File: src/rtl/kei_pkg.sv
// Shared types, constants and the smoothstep table of the keyframe ease interpolator.
package kei_pkg;

  localparam int TIME_BITS    = 24;
  localparam int VALUE_BITS   = 32;
  localparam int WEIGHT_BITS  = 17;
  localparam int QUOT_BITS    = 16;
  localparam int DIV_STEP     = 2;
  localparam int DIV_STAGES   = QUOT_BITS / DIV_STEP;
  localparam int PROD_BITS    = VALUE_BITS + WEIGHT_BITS + 1;
  localparam int SUM_BITS     = PROD_BITS + 1;

  localparam int CURVE_ENTRIES = 256;
  localparam int CURVE_BITS    = $clog2(CURVE_ENTRIES);
  localparam int IDX_PROD_BITS = CURVE_BITS + WEIGHT_BITS;

  localparam logic [WEIGHT_BITS-1:0]   WEIGHT_ONE = WEIGHT_BITS'(1 << 16);
  localparam logic [VALUE_BITS-1:0]    UNIT_SCALE = VALUE_BITS'(1 << 16);
  localparam logic [IDX_PROD_BITS-1:0] CURVE_MAX  = IDX_PROD_BITS'(CURVE_ENTRIES - 1);
  localparam logic [SUM_BITS-1:0]      ROUND_HALF = SUM_BITS'(1 << 15);

  localparam longint unsigned CURVE_N   = longint'(CURVE_ENTRIES);
  localparam longint unsigned CURVE_DEN = CURVE_N * CURVE_N * CURVE_N;

  typedef enum logic [1:0] {
    EASE_LINEAR,
    EASE_IN_OUT,
    EASE_IN,
    EASE_OUT
  } ease_mode_t;

  // item side data that rides along the divider
  typedef struct packed {
    ease_mode_t                   mode;
    logic                         unit;
    logic                         lo;
    logic                         hi;
    logic signed [VALUE_BITS-1:0] vs;
    logic signed [VALUE_BITS-1:0] ve;
  } kei_side_t;

  // weights and values handed to the blend stages
  typedef struct packed {
    logic                         unit;
    logic [WEIGHT_BITS-1:0]       k1;
    logic [WEIGHT_BITS-1:0]       k2;
    logic signed [VALUE_BITS-1:0] vs;
    logic signed [VALUE_BITS-1:0] ve;
  } kei_blend_t;

  typedef logic [WEIGHT_BITS-1:0] curve_rom_t [CURVE_ENTRIES];

  // x*x*(3-2x) at x = i/N, rounded half up, 16 fraction bits
  function automatic curve_rom_t curve_build();
    curve_rom_t      rom;
    longint unsigned i;
    longint unsigned num;
    for (int k = 0; k < CURVE_ENTRIES; k++) begin
      i      = longint'(k);
      num    = i * i * (3 * CURVE_N - 2 * i) * 64'd65536;
      rom[k] = WEIGHT_BITS'((num + CURVE_DEN / 2) / CURVE_DEN);
    end
    return rom;
  endfunction

  localparam curve_rom_t CURVE_ROM = curve_build();

endpackage

File: src/rtl/kei_blend.sv
// Blend stages: two weight products, rounded sum, output register.
module kei_blend (
  input  logic                                  clk,
  input  logic                                  rst_n,
  input  logic                                  en,
  input  logic                                  vld_i,
  input  kei_pkg::kei_blend_t                   blend_i,
  output logic                                  vld_o,
  output logic [kei_pkg::VALUE_BITS-1:0]        value_o
);
  import kei_pkg::*;

  logic signed [PROD_BITS-1:0] p1_nxt, p2_nxt, p1_r, p2_r;
  logic                        unit_r, vld1_r;
  logic signed [SUM_BITS-1:0]  sum;
  logic [VALUE_BITS-1:0]       value_nxt, value_r;
  logic                        vld2_r;

  always_comb begin
    p1_nxt = PROD_BITS'(blend_i.vs) * PROD_BITS'($signed({1'b0, blend_i.k1}));
    p2_nxt = PROD_BITS'(blend_i.ve) * PROD_BITS'($signed({1'b0, blend_i.k2}));
  end

  // k1 + k2 is one, so the rounded sum always fits the value width
  always_comb begin
    sum       = SUM_BITS'(p1_r) + SUM_BITS'(p2_r) + $signed(ROUND_HALF);
    value_nxt = unit_r ? UNIT_SCALE : sum[VALUE_BITS+15:16];
  end

  always_ff @(posedge clk) begin
    if (!rst_n) begin
      vld1_r <= 1'b0;
      vld2_r <= 1'b0;
    end else if (en) begin
      vld1_r <= vld_i;
      vld2_r <= vld1_r;
    end
  end

  always_ff @(posedge clk) begin
    if (en) begin
      p1_r    <= p1_nxt;
      p2_r    <= p2_nxt;
      unit_r  <= blend_i.unit;
      value_r <= value_nxt;
    end
  end

  assign vld_o   = vld2_r;
  assign value_o = value_r;

endmodule

File: config.mk
export PLATFORM = sky130hd
export DESIGN_NAME = kei_blend
export DESIGN_NICKNAME = d
export VERILOG_FILES = /design/src/rtl/kei_pkg.sv /design/src/rtl/kei_blend.sv
export SDC_FILE = /design/constraint.sdc
export NUM_CORES = 2
export LEC_CHECK = 0
export BUFFER_PORTS_ARGS = -buffer_cell sky130_fd_sc_hd__buf_2
export CAP_MARGIN = 10
export CORE_MARGIN = 4
export CORE_UTILIZATION = 55
export DETAILED_ROUTE_END_ITERATION = 6
export GPL_TIMING_DRIVEN = 0
export PLACE_DENSITY = 0.73
export SETUP_SLACK_MARGIN = 0.3
export SLEW_MARGIN = 20
export SYNTH_ARGS = -nofsm -noshare
export SYNTH_HDL_FRONTEND = slang
export SYNTH_SLANG_ARGS = --single-unit
File: constraint.sdc
create_clock -name clk -period 7.8 [get_ports clk]
set_input_delay 1.56 -clock clk [delete_from_list [all_inputs] [get_ports clk]]
set_output_delay 1.56 -clock clk [all_outputs]
set_load 0.01 [all_outputs]
==> flow_summary.json <==
{
  "crit_slowest_cell": "fa_1",
  "syn_avg_cell_area_sq_um": 9.40,
  "io_pins": 136,
  "yosysSeqAreaShare_pct": 8.90,
  "crit_chain": "buf_12 > buf_8 > and2_4 > fa_1 > inv_2 > fa_1 > fa_1 > inv_2 > fa_1 > fa_1 > inv_2 > fa_1 > inv_2 > ha_4 > and4_4 > nand2_4 > o31ai_4 > a211o_1 > a31oi_4 > or2_4 > or4_4 > nand3_4 > xnor2_2",
  "core_sq_um": 79100,
  "netlist_top_cells_count": "1212 x inv_1, 1018 x fa_1, 610 x and2_1, 534 x nand2_1, 317 x ha_1",
  "nNetsFinal": 6340,
  "rsz0062_at_grt": "yes",
  "ys_types": 78,
  "worstSkewPairLatency_ns": 0.44,
  "grt_pass1_wl_um": 188000,
  "grt_max_degree": 74,
  "fill_cells": 6537,
  "start_kind": "input port",
  "clk_pin_slew_ns": 0.06,
  "critPathKind": "input port to flip-flop",
  "cp_num_buf_inv": 6,
  "cts-buffers-inserted": 17,
  "drc": 1,
  "final_area_sq_um": 49100,
  "synth_area_leaders": "fa_1 46%, inv_1 10%, ha_1 9.0%",
  "drt_iter0_drc": 2412,
  "setup.worst_path.end": "p2_r[47]$_DFFE_PP_",
  "worstPathMaxFanout": 8,
  "worstRegToRegCells": 11,
  "r2r-start": "p1_r[20]$_DFFE_PP_",
  "drv_cap": 0,
  "slowest_delay_ns": 0.55,
  "worst_path_most_repeated_cell": "fa_1",
  "syn_nets": 6119,
  "start_util_pct": 55.6,
  "vias": 32600,
  "grt_overflow_total": 0,
  "syn_to_final_growth_pct": 11.6,
  "syn-cell-area_sq_um": 44000,
  "htree_levels": 4,
  "syn_inst": 4681,
  "clockBufferDepth": 2,
  "maxSlewHeadroom_pct": 40.3,
  "layout-drive-gt1-share_pct": 11.2,
  "startpoint": "blend_i[12]",
  "r2r_end": "value_o[28]$_SDFFCE_PP0P_",
  "hp-class": "flip-flop to flip-flop",
  "gp_congestion": 0.965,
  "ys_ff_latch": 131,
  "grt_pass1_vias": 34600,
  "final_antenna_net_count": 0,
  "timing_worst_slew_pin_value_ns": 0.872,
  "dr.pass1.iters": 7,
  "cts_hold_buf": 0,
  "clock-sinks": 131,
  "dp.final_hpwl_um": 99100,
  "place_area_sq_um": 46000,
  "outcome": "finished, violations left",
  "synth_top_area_cell": "fa_1",
  "fin_util_pct": 62.0,
  "placement.io_buffers": 135,
  "violations": "design-rule violations",
  "worstPathArrival_ns": 7.67,
  "rrSetupSlack_ns": 4.00,
  "fmax_mhz": 133,
  "fin_crit_ns": 7.50,
  "fp-row-count": 103,
  "crit_family": "adder cells",
  "synthFlopType": "edfxtp_1",
  "cts_tree": "done",
  "drt_wl_total_um": 120000,
  "synth_warnings": 0,
  "antenna_found_initial": 5,
  "worstSetupEndpointType": "flip-flop",
  "root_buffer": "clkbuf_16",
  "wl_per_cell_um": 20.1,
  "cp.required_ns": 7.97,
  "setup_viol": 0,
  "synthArstFlopShare_pct": 0,
  "synth_most_common_cell": "inv_1",
  "finalMaxSlewViolations": 0,
  "die_height_um": 291,
  "synth_top_area_share_pct": 46.3,
  "routed_via_density": 5.46,
  "global_route.usage.total_pct": 28.7,
  "hold_violations": 0,
  "finalCritPeriodShare_pct": 96.1,
  "clock_skew_ns": 0.0132,
  "synth-edff-count": 129,
  "dieArea_sq_um": 84600,
  "die_x_um": 291,
  "cp_num_cells": 23
}
==> tightest hold or removal path: stages, from the launching register on <==
cell,delay (ns)
dfxtp_1,0.31
mux2i_1,0.11
nor2b_1,0.06
==> cell usage in the layout, fill, tap and decap left out, drive strengths merged, types with 7 or more instances in the layout <==
master / Yosys / layout
clkinv: 0 / 7
fa: 1018 / 1018
a21oi: 107 / 107
nor2: 72 / 72
a31oi: 12 / 12
nand2b: 18 / 18
o21ai: 55 / 55
o31ai: 13 / 13
clkbuf: 180 / 118
xor2: 48 / 48
a21o: 67 / 67
edfxtp: 129 / 129
nor2b: 18 / 18
nor3: 10 / 10
and2: 610 / 610
nand4: 19 / 19
nand2: 534 / 534
and3: 11 / 11
xnor2: 91 / 91
ha: 317 / 317
o21bai: 18 / 18
buf: 1 / 282
inv: 1212 / 1212
a211oi: 9 / 9
o21a: 13 / 13
o211ai: 7 / 7
nand3: 16 / 16
==> worst min-delay path by stage <==
stage	start	to	slack, ns	cells past startpoint
after floorplan	vld1_r$_SDFFE_PN0P_	vld1_r$_SDFFE_PN0P_	0.48	2
after global placement	vld1_r$_SDFFE_PN0P_	vld1_r$_SDFFE_PN0P_	0.50	2
after detailed placement	vld1_r$_SDFFE_PN0P_	vld1_r$_SDFFE_PN0P_	0.52	2
after CTS	vld_o$_SDFFE_PN0P_	vld_o$_SDFFE_PN0P_	0.53	2
after global routing	vld_o$_SDFFE_PN0P_	vld_o$_SDFFE_PN0P_	0.58	2
final	vld_o$_SDFFE_PN0P_	vld_o$_SDFFE_PN0P_	0.52	2
==> cells by family (layout without fill, tap and decap cells) <==
logic type	count (synthesis)	in the layout	share of synthesized area [%]
AO/OA/AOI/OAI	342	342	5.36
buffers and inverters	1393	1626	11.9
other	0	4	0
adder cells (fa/ha/maj)	1335	1335	55.4
flip-flops	131	131	8.90
XOR/XNOR	139	139	2.77
multiplexers	5	5	0.148
AND/OR/NAND/NOR	1336	1336	15.6
==> per-layer routing <==
layer | GRT usage, % | wire, um | vias to the layer above
li1 | - | - | 14200
met1 | 37.9 | 46300 | 16600
met2 | 46.4 | 56300 | 1436
met3 | 5.03 | 9990 | 410
met4 | 13.8 | 7290 | 4
met5 | 0 | 124 | -
==> registers in the layout, indices dropped and copies added, names as in the netlist <==
| register | cells |
|---|---|
| p2_r | 48 |
| vld1_r | 1 |
| unit_r | 1 |
| value_o | 32 |
| p1_r | 48 |
| vld_o | 1 |
==> layout make-up <==
type	count	area, sq um	area share [%]
antenna	4	10.0	0.0204
buffer	181	1600	3.25
clock buffer	17	425	0.867
clock inverter	14	188	0.382
inverter	1212	4550	9.28
multi-input combinational	3157	35600	72.5
sequential	131	3910	7.97
tap	1050	1310	2.68
timing repair buffer	202	1510	3.07
==> what timing repair did <==
| action | in CTS | in global routing |
|---|---|---|
| buffers inserted | 16 | 42 |
| endpoints found under the setup margin | 47 | 29 |
| hold endpoints to repair | 0 | 0 |
| pin swaps | 27 | 108 |
| gates resized for setup | 281 | 461 |
| gates cloned | 1 | 7 |
==> stage by stage <==
step / hold WS [ns] / instances / worst slack (ns) / setup TNS [ns]
after floorplan: 0.482 / 4681 / 0.301 / 0
after global placement: 0.504 / 5866 / -1.01 / -19.68
after detailed placement: 0.519 / 5867 / -1.08 / -22.38
after CTS: 0.533 / 5915 / 0.279 / 0
after global routing: 0.576 / 5964 / 0.199 / 0
final: 0.524 / 5968 / 0.303 / 0
Power is not shown: default switching activity piles up to over one toggle a cycle in this logic, so the estimate is an artifact.
