--- src/rtl/kei_pkg.sv ---
// Shared types, constants and the smoothstep table of the keyframe ease interpolator.
package kei_pkg;

  localparam int TIME_BITS    = 24;
  localparam int VALUE_BITS   = 32;
  localparam int WEIGHT_BITS  = 17;
  localparam int QUOT_BITS    = 16;
  localparam int DIV_STEP     = 2;
  localparam int DIV_STAGES   = QUOT_BITS / DIV_STEP;
  localparam int PROD_BITS    = VALUE_BITS + WEIGHT_BITS + 1;
  localparam int SUM_BITS     = PROD_BITS + 1;

  localparam int CURVE_ENTRIES = 256;
  localparam int CURVE_BITS    = $clog2(CURVE_ENTRIES);
  localparam int IDX_PROD_BITS = CURVE_BITS + WEIGHT_BITS;

  localparam logic [WEIGHT_BITS-1:0]   WEIGHT_ONE = WEIGHT_BITS'(1 << 16);
  localparam logic [VALUE_BITS-1:0]    UNIT_SCALE = VALUE_BITS'(1 << 16);
  localparam logic [IDX_PROD_BITS-1:0] CURVE_MAX  = IDX_PROD_BITS'(CURVE_ENTRIES - 1);
  localparam logic [SUM_BITS-1:0]      ROUND_HALF = SUM_BITS'(1 << 15);

  localparam longint unsigned CURVE_N   = longint'(CURVE_ENTRIES);
  localparam longint unsigned CURVE_DEN = CURVE_N * CURVE_N * CURVE_N;

  typedef enum logic [1:0] {
    EASE_LINEAR,
    EASE_IN_OUT,
    EASE_IN,
    EASE_OUT
  } ease_mode_t;

  // item side data that rides along the divider
  typedef struct packed {
    ease_mode_t                   mode;
    logic                         unit;
    logic                         lo;
    logic                         hi;
    logic signed [VALUE_BITS-1:0] vs;
    logic signed [VALUE_BITS-1:0] ve;
  } kei_side_t;

  // weights and values handed to the blend stages
  typedef struct packed {
    logic                         unit;
    logic [WEIGHT_BITS-1:0]       k1;
    logic [WEIGHT_BITS-1:0]       k2;
    logic signed [VALUE_BITS-1:0] vs;
    logic signed [VALUE_BITS-1:0] ve;
  } kei_blend_t;

  typedef logic [WEIGHT_BITS-1:0] curve_rom_t [CURVE_ENTRIES];

  // x*x*(3-2x) at x = i/N, rounded half up, 16 fraction bits
  function automatic curve_rom_t curve_build();
    curve_rom_t      rom;
    longint unsigned i;
    longint unsigned num;
    for (int k = 0; k < CURVE_ENTRIES; k++) begin
      i      = longint'(k);
      num    = i * i * (3 * CURVE_N - 2 * i) * 64'd65536;
      rom[k] = WEIGHT_BITS'((num + CURVE_DEN / 2) / CURVE_DEN);
    end
    return rom;
  endfunction

  localparam curve_rom_t CURVE_ROM = curve_build();

endpackage

--- src/rtl/kei_div.sv ---
// Pipelined restoring divider for the time fraction, two quotient bits a stage.
module kei_div (
  input  logic                              clk,
  input  logic                              rst_n,
  input  logic                              en,
  input  logic                              vld_i,
  input  logic [kei_pkg::TIME_BITS-1:0]     diff_i,
  input  logic [kei_pkg::TIME_BITS-1:0]     den_i,
  input  kei_pkg::kei_side_t                side_i,
  output logic                              vld_o,
  output logic [kei_pkg::QUOT_BITS-1:0]     quot_o,
  output kei_pkg::kei_side_t                side_o
);
  import kei_pkg::*;

  logic [DIV_STAGES-1:0] vld_r, vld_src;
  logic [TIME_BITS-1:0]  rem_r  [DIV_STAGES];
  logic [TIME_BITS-1:0]  rem_nxt[DIV_STAGES];
  logic [TIME_BITS-1:0]  rem_src[DIV_STAGES];
  logic [TIME_BITS-1:0]  den_r  [DIV_STAGES];
  logic [TIME_BITS-1:0]  den_src[DIV_STAGES];
  logic [QUOT_BITS-1:0]  quot_r  [DIV_STAGES];
  logic [QUOT_BITS-1:0]  quot_nxt[DIV_STAGES];
  logic [QUOT_BITS-1:0]  quot_src[DIV_STAGES];
  kei_side_t             side_r  [DIV_STAGES];
  kei_side_t             side_src[DIV_STAGES];

  always_comb begin
    vld_src[0]  = vld_i;
    rem_src[0]  = diff_i;
    den_src[0]  = den_i;
    quot_src[0] = '0;
    side_src[0] = side_i;
    for (int s = 1; s < DIV_STAGES; s++) begin
      vld_src[s]  = vld_r[s-1];
      rem_src[s]  = rem_r[s-1];
      den_src[s]  = den_r[s-1];
      quot_src[s] = quot_r[s-1];
      side_src[s] = side_r[s-1];
    end
  end

  // remainder stays below the divisor, so the shifted value fits one extra bit
  always_comb begin
    logic [TIME_BITS:0]   shifted;
    logic [TIME_BITS-1:0] rem;
    logic [QUOT_BITS-1:0] quot;
    for (int s = 0; s < DIV_STAGES; s++) begin
      rem  = rem_src[s];
      quot = quot_src[s];
      for (int b = 0; b < DIV_STEP; b++) begin
        shifted = {rem, 1'b0};
        if (shifted >= {1'b0, den_src[s]}) begin
          rem  = TIME_BITS'(shifted - {1'b0, den_src[s]});
          quot = {quot[QUOT_BITS-2:0], 1'b1};
        end else begin
          rem  = shifted[TIME_BITS-1:0];
          quot = {quot[QUOT_BITS-2:0], 1'b0};
        end
      end
      rem_nxt[s]  = rem;
      quot_nxt[s] = quot;
    end
  end

  always_ff @(posedge clk) begin
    if (!rst_n) begin
      vld_r <= '0;
    end else if (en) begin
      vld_r <= vld_src;
    end
  end

  always_ff @(posedge clk) begin
    if (en) begin
      for (int s = 0; s < DIV_STAGES; s++) begin
        rem_r[s]  <= rem_nxt[s];
        den_r[s]  <= den_src[s];
        quot_r[s] <= quot_nxt[s];
        side_r[s] <= side_src[s];
      end
    end
  end

  assign vld_o  = vld_r[DIV_STAGES-1];
  assign quot_o = quot_r[DIV_STAGES-1];
  assign side_o = side_r[DIV_STAGES-1];

endmodule

--- config.mk ---
export PLATFORM = sky130hd
export DESIGN_NAME = kei_div
export DESIGN_NICKNAME = d
export VERILOG_FILES = /design/src/rtl/kei_pkg.sv /design/src/rtl/kei_div.sv
export SDC_FILE = /design/constraint.sdc
export NUM_CORES = 2
export LEC_CHECK = 0
export BUFFER_PORTS_ARGS = -buffer_cell sky130_fd_sc_hd__buf_2
export CORE_ASPECT_RATIO = 2
export CORE_MARGIN = 8
export CORE_UTILIZATION = 63
export CTS_CLUSTER_SIZE = 24
export DETAILED_ROUTE_END_ITERATION = 8
export PLACE_DENSITY = 0.81
export SYNTH_ARGS = -nofsm -noshare
export SYNTH_HDL_FRONTEND = slang
export SYNTH_SLANG_ARGS = --single-unit
--- constraint.sdc ---
create_clock -name clk -period 6.69 [get_ports clk]
set_input_delay 0.3345 -clock clk [delete_from_list [all_inputs] [get_ports clk]]
set_output_delay 0.3345 -clock clk [all_outputs]
set_load 0.01 [all_outputs]
==> metrics.yaml <==
status: "completed"
clock_path_buffers: 3
synth-edff-count: 960
slew_headroom_pct: 17.6
worst_path_max_delay_cell: "edfxtp_1"
vias: 33700
fp.dieArea_um2: 91500
crit_fanout: 27
grt_pass1_vias: 35400
yosys.area.top_type: "edfxtp_1"
reg2reg_from: "den_r[0][1]$_DFFE_PP_"
seq_area_um2: 29000
syn_avg_cell_area_um2: 12.4
cts_max_level: 3
grt_util_all_layers_pct: 26.7
worstPathArrival_ns: 6.85
yosys.area.top_type_share_pct: 56.1
dp.final_hpwl_um: 89000
place_area_um2: 53900
fin_crit_sh_pct: 96.3
grt_max_degree: 202
synth-async-reset-ratio_pct: 0
gp_congestion: 0.949
skew_ns: 0.0402
fp.coreArea_um2: 81100
drc: 0
fp.dieH_um: 420
ant_nets: 0
routedWlPerCell_um: 22.0
initial_utilization_pct: 63.3
area_growth_syn_to_layout_pct: 12.3
cts_buffers: 80
synth_cell_types: 94
min_path_type: "in -> reg"
synth_seq_cells: 968
slowest_delay_ns: 0.49
timing.fmax_mhz: 155
vias_per_cell: 6.00
root_buffer: "clkbuf_16"
synth.most_common_cell: "edfxtp_1"
cp-startpoint: "den_r[0][1]$_DFFE_PP_"
worstMarginPinSlew_ns: 1.23
synth_area_leaders: "edfxtp_1 (56%), ha_1 (9.2%), mux2_2 (3.9%)"
postSynthCellCount: 4135
ys_seq_area_share_pct: 56.4
path_cells: "inv_1 > ha_1 > nor2b_1 > o211ai_1 > a21boi_0 > o22ai_1 > o2111ai_1 > and2_1 > o21ai_4 > buf_4 > o21ai_0 > ha_1 > a21o_1 > a21o_1 > a21oi_1 > nor2_1 > a211oi_1 > o31ai_1 > a21o_1 > a221oi_1 > o21ai_2 > buf_12 > mux2_2"
ys.warnings.count: 0
clkSinkCount: 968
firstDrtPassIters: 5
wl_um: 124000
worstPathRequired_ns: 7.11
end_kind: "register"
drv_cap: 0
ios: 207
synth.cell_area_um2: 51400
finalInstanceArea_um2: 57700
synthTopCellsByCount: "edfxtp_1 (960), ha_1 (376), a21oi_1 (291), inv_1 (274), o21ai_0 (236)"
crit_path_start_kind: "register"
nets: 4999
grt-ovfl-total: 0
die_w_um: 218
drive_above_1_share_pct: 15.0
post-cts-setup-buffers: 0
drt_iter0_markers: 1590
holdCritStartpoint: "diff_i[19]"
tritoncts: "done"
grt_pass1_wl_um: 188000
port_buffers: 206
num_rows: 148
nFillCells: 5570
final_hold_viol_count: 0
final_max_slew_viol_count: 0
layout_min_cycle_time_ns: 6.44
path_common_cell: "a21o_1"
multi_input_area_um2: 20600
crit_type: "reg -> reg"
clock_latency_ns: 0.70
setup_violations: 0
clk_pin_slew_ns: 0.08
synthFlopType: "edfxtp_1"
grt_antenna_before_repair: 5
syn_nets: 4640
per-layer routing:
| layer | vias to the layer above | track usage, % | wire length, µm |
|---|---|---|---|
| li1 | 16200 | - | - |
| met1 | 16100 | 22.3 | 37700 |
| met2 | 994 | 51.9 | 68700 |
| met3 | 430 | 3.83 | 4590 |
| met4 | 0 | 24.3 | 12700 |
| met5 | - | 0 | 0 |
timing repair:
action,in CTS,in global routing
hold buffers,95,0
resized for setup,0,3
setup endpoints to repair,0,27
hold endpoints to repair,101,0
per-stage QoR:
| step | setup WS (ns) | hold slack (ns) | util [%] | instances | setup TNS [ns] |
|---|---|---|---|---|---|
| after floorplan | 0.732 | 0.400 | - | 4135 | 0 |
| after global placement | 0.161 | 0.400 | 66.4 | 5367 | 0 |
| after detailed placement | 0.214 | 0.405 | 66.4 | 5367 | 0 |
| after CTS | 0.187 | 0.0765 | 71.1 | 5608 | 0 |
| after global routing | -0.0507 | 0.132 | 71.1 | 5612 | -0.834 |
| final | 0.251 | 0.154 | 71.1 | 5613 | 0 |
state kept, by name, summed over array words and instances, names as in the netlist:
name,flops
rem_r,168
side_r,552
vld_r,8
den_r,168
quot_r,72
critical path, delay by kind of cell, from the launching register on:
| kind | cells | cell delay, ns |
|---|---|---|
| AO/OA/AOI/OAI | 14 | 3.39 |
| AND/OR/NAND/NOR | 3 | 0.54 |
| adder cells (fa/ha/maj) | 2 | 0.75 |
| buffers and inverters | 3 | 0.68 |
| flip-flops | 1 | 0.49 |
| multiplexers | 1 | 0.29 |
path summary, 6_finish.rpt:
kind                            slack [ns]                      end  cells after the start
worst min register to register        0.41  quot_r[1][24]$_DFFE_PP_                      0
worst max-delay path                  0.25    rem_r[1][8]$_DFFE_PP_                     23
worst max register to register        0.25    rem_r[1][8]$_DFFE_PP_                     23
worst min-delay path                  0.15   rem_r[0][21]$_DFFE_PP_                      3
kinds of logic after synthesis:
kind of cell | count (synthesis) | synth area share, %
AO/OA/AOI/OAI | 1008 | 12.6
flip-flops | 968 | 56.4
AND/OR/NAND/NOR | 880 | 8.38
buffers and inverters | 402 | 3.57
adder cells (fa/ha/maj) | 384 | 9.47
XOR/XNOR | 282 | 4.81
multiplexers | 211 | 4.72
cell type report:
cell class / instances / area share [%]
Multi-Input combinational cell: 2765 / 35.7
Antenna cell: 5 / 0.0217
Clock buffer: 94 / 3.56
Tap cell: 1050 / 2.28
Inverter: 278 / 1.81
Timing Repair Buffer: 401 / 5.02
Sequential cell: 968 / 50.3
Clock inverter: 52 / 1.31
cell usage in the layout, fill, tap and decap left out, types with 179 or more instances in the layout:
| master | instances |
|---|---|
| a21oi_1 | 290 |
| buf_2 | 205 |
| edfxtp_1 | 960 |
| ha_1 | 376 |
| inv_1 | 274 |
| mux2_2 | 179 |
| nand2_1 | 233 |
| nor2_1 | 221 |
| o21ai_0 | 235 |
| xnor2_1 | 179 |
Power is not shown: default switching activity piles up to over one toggle a cycle in this logic, so the estimate is an artifact.
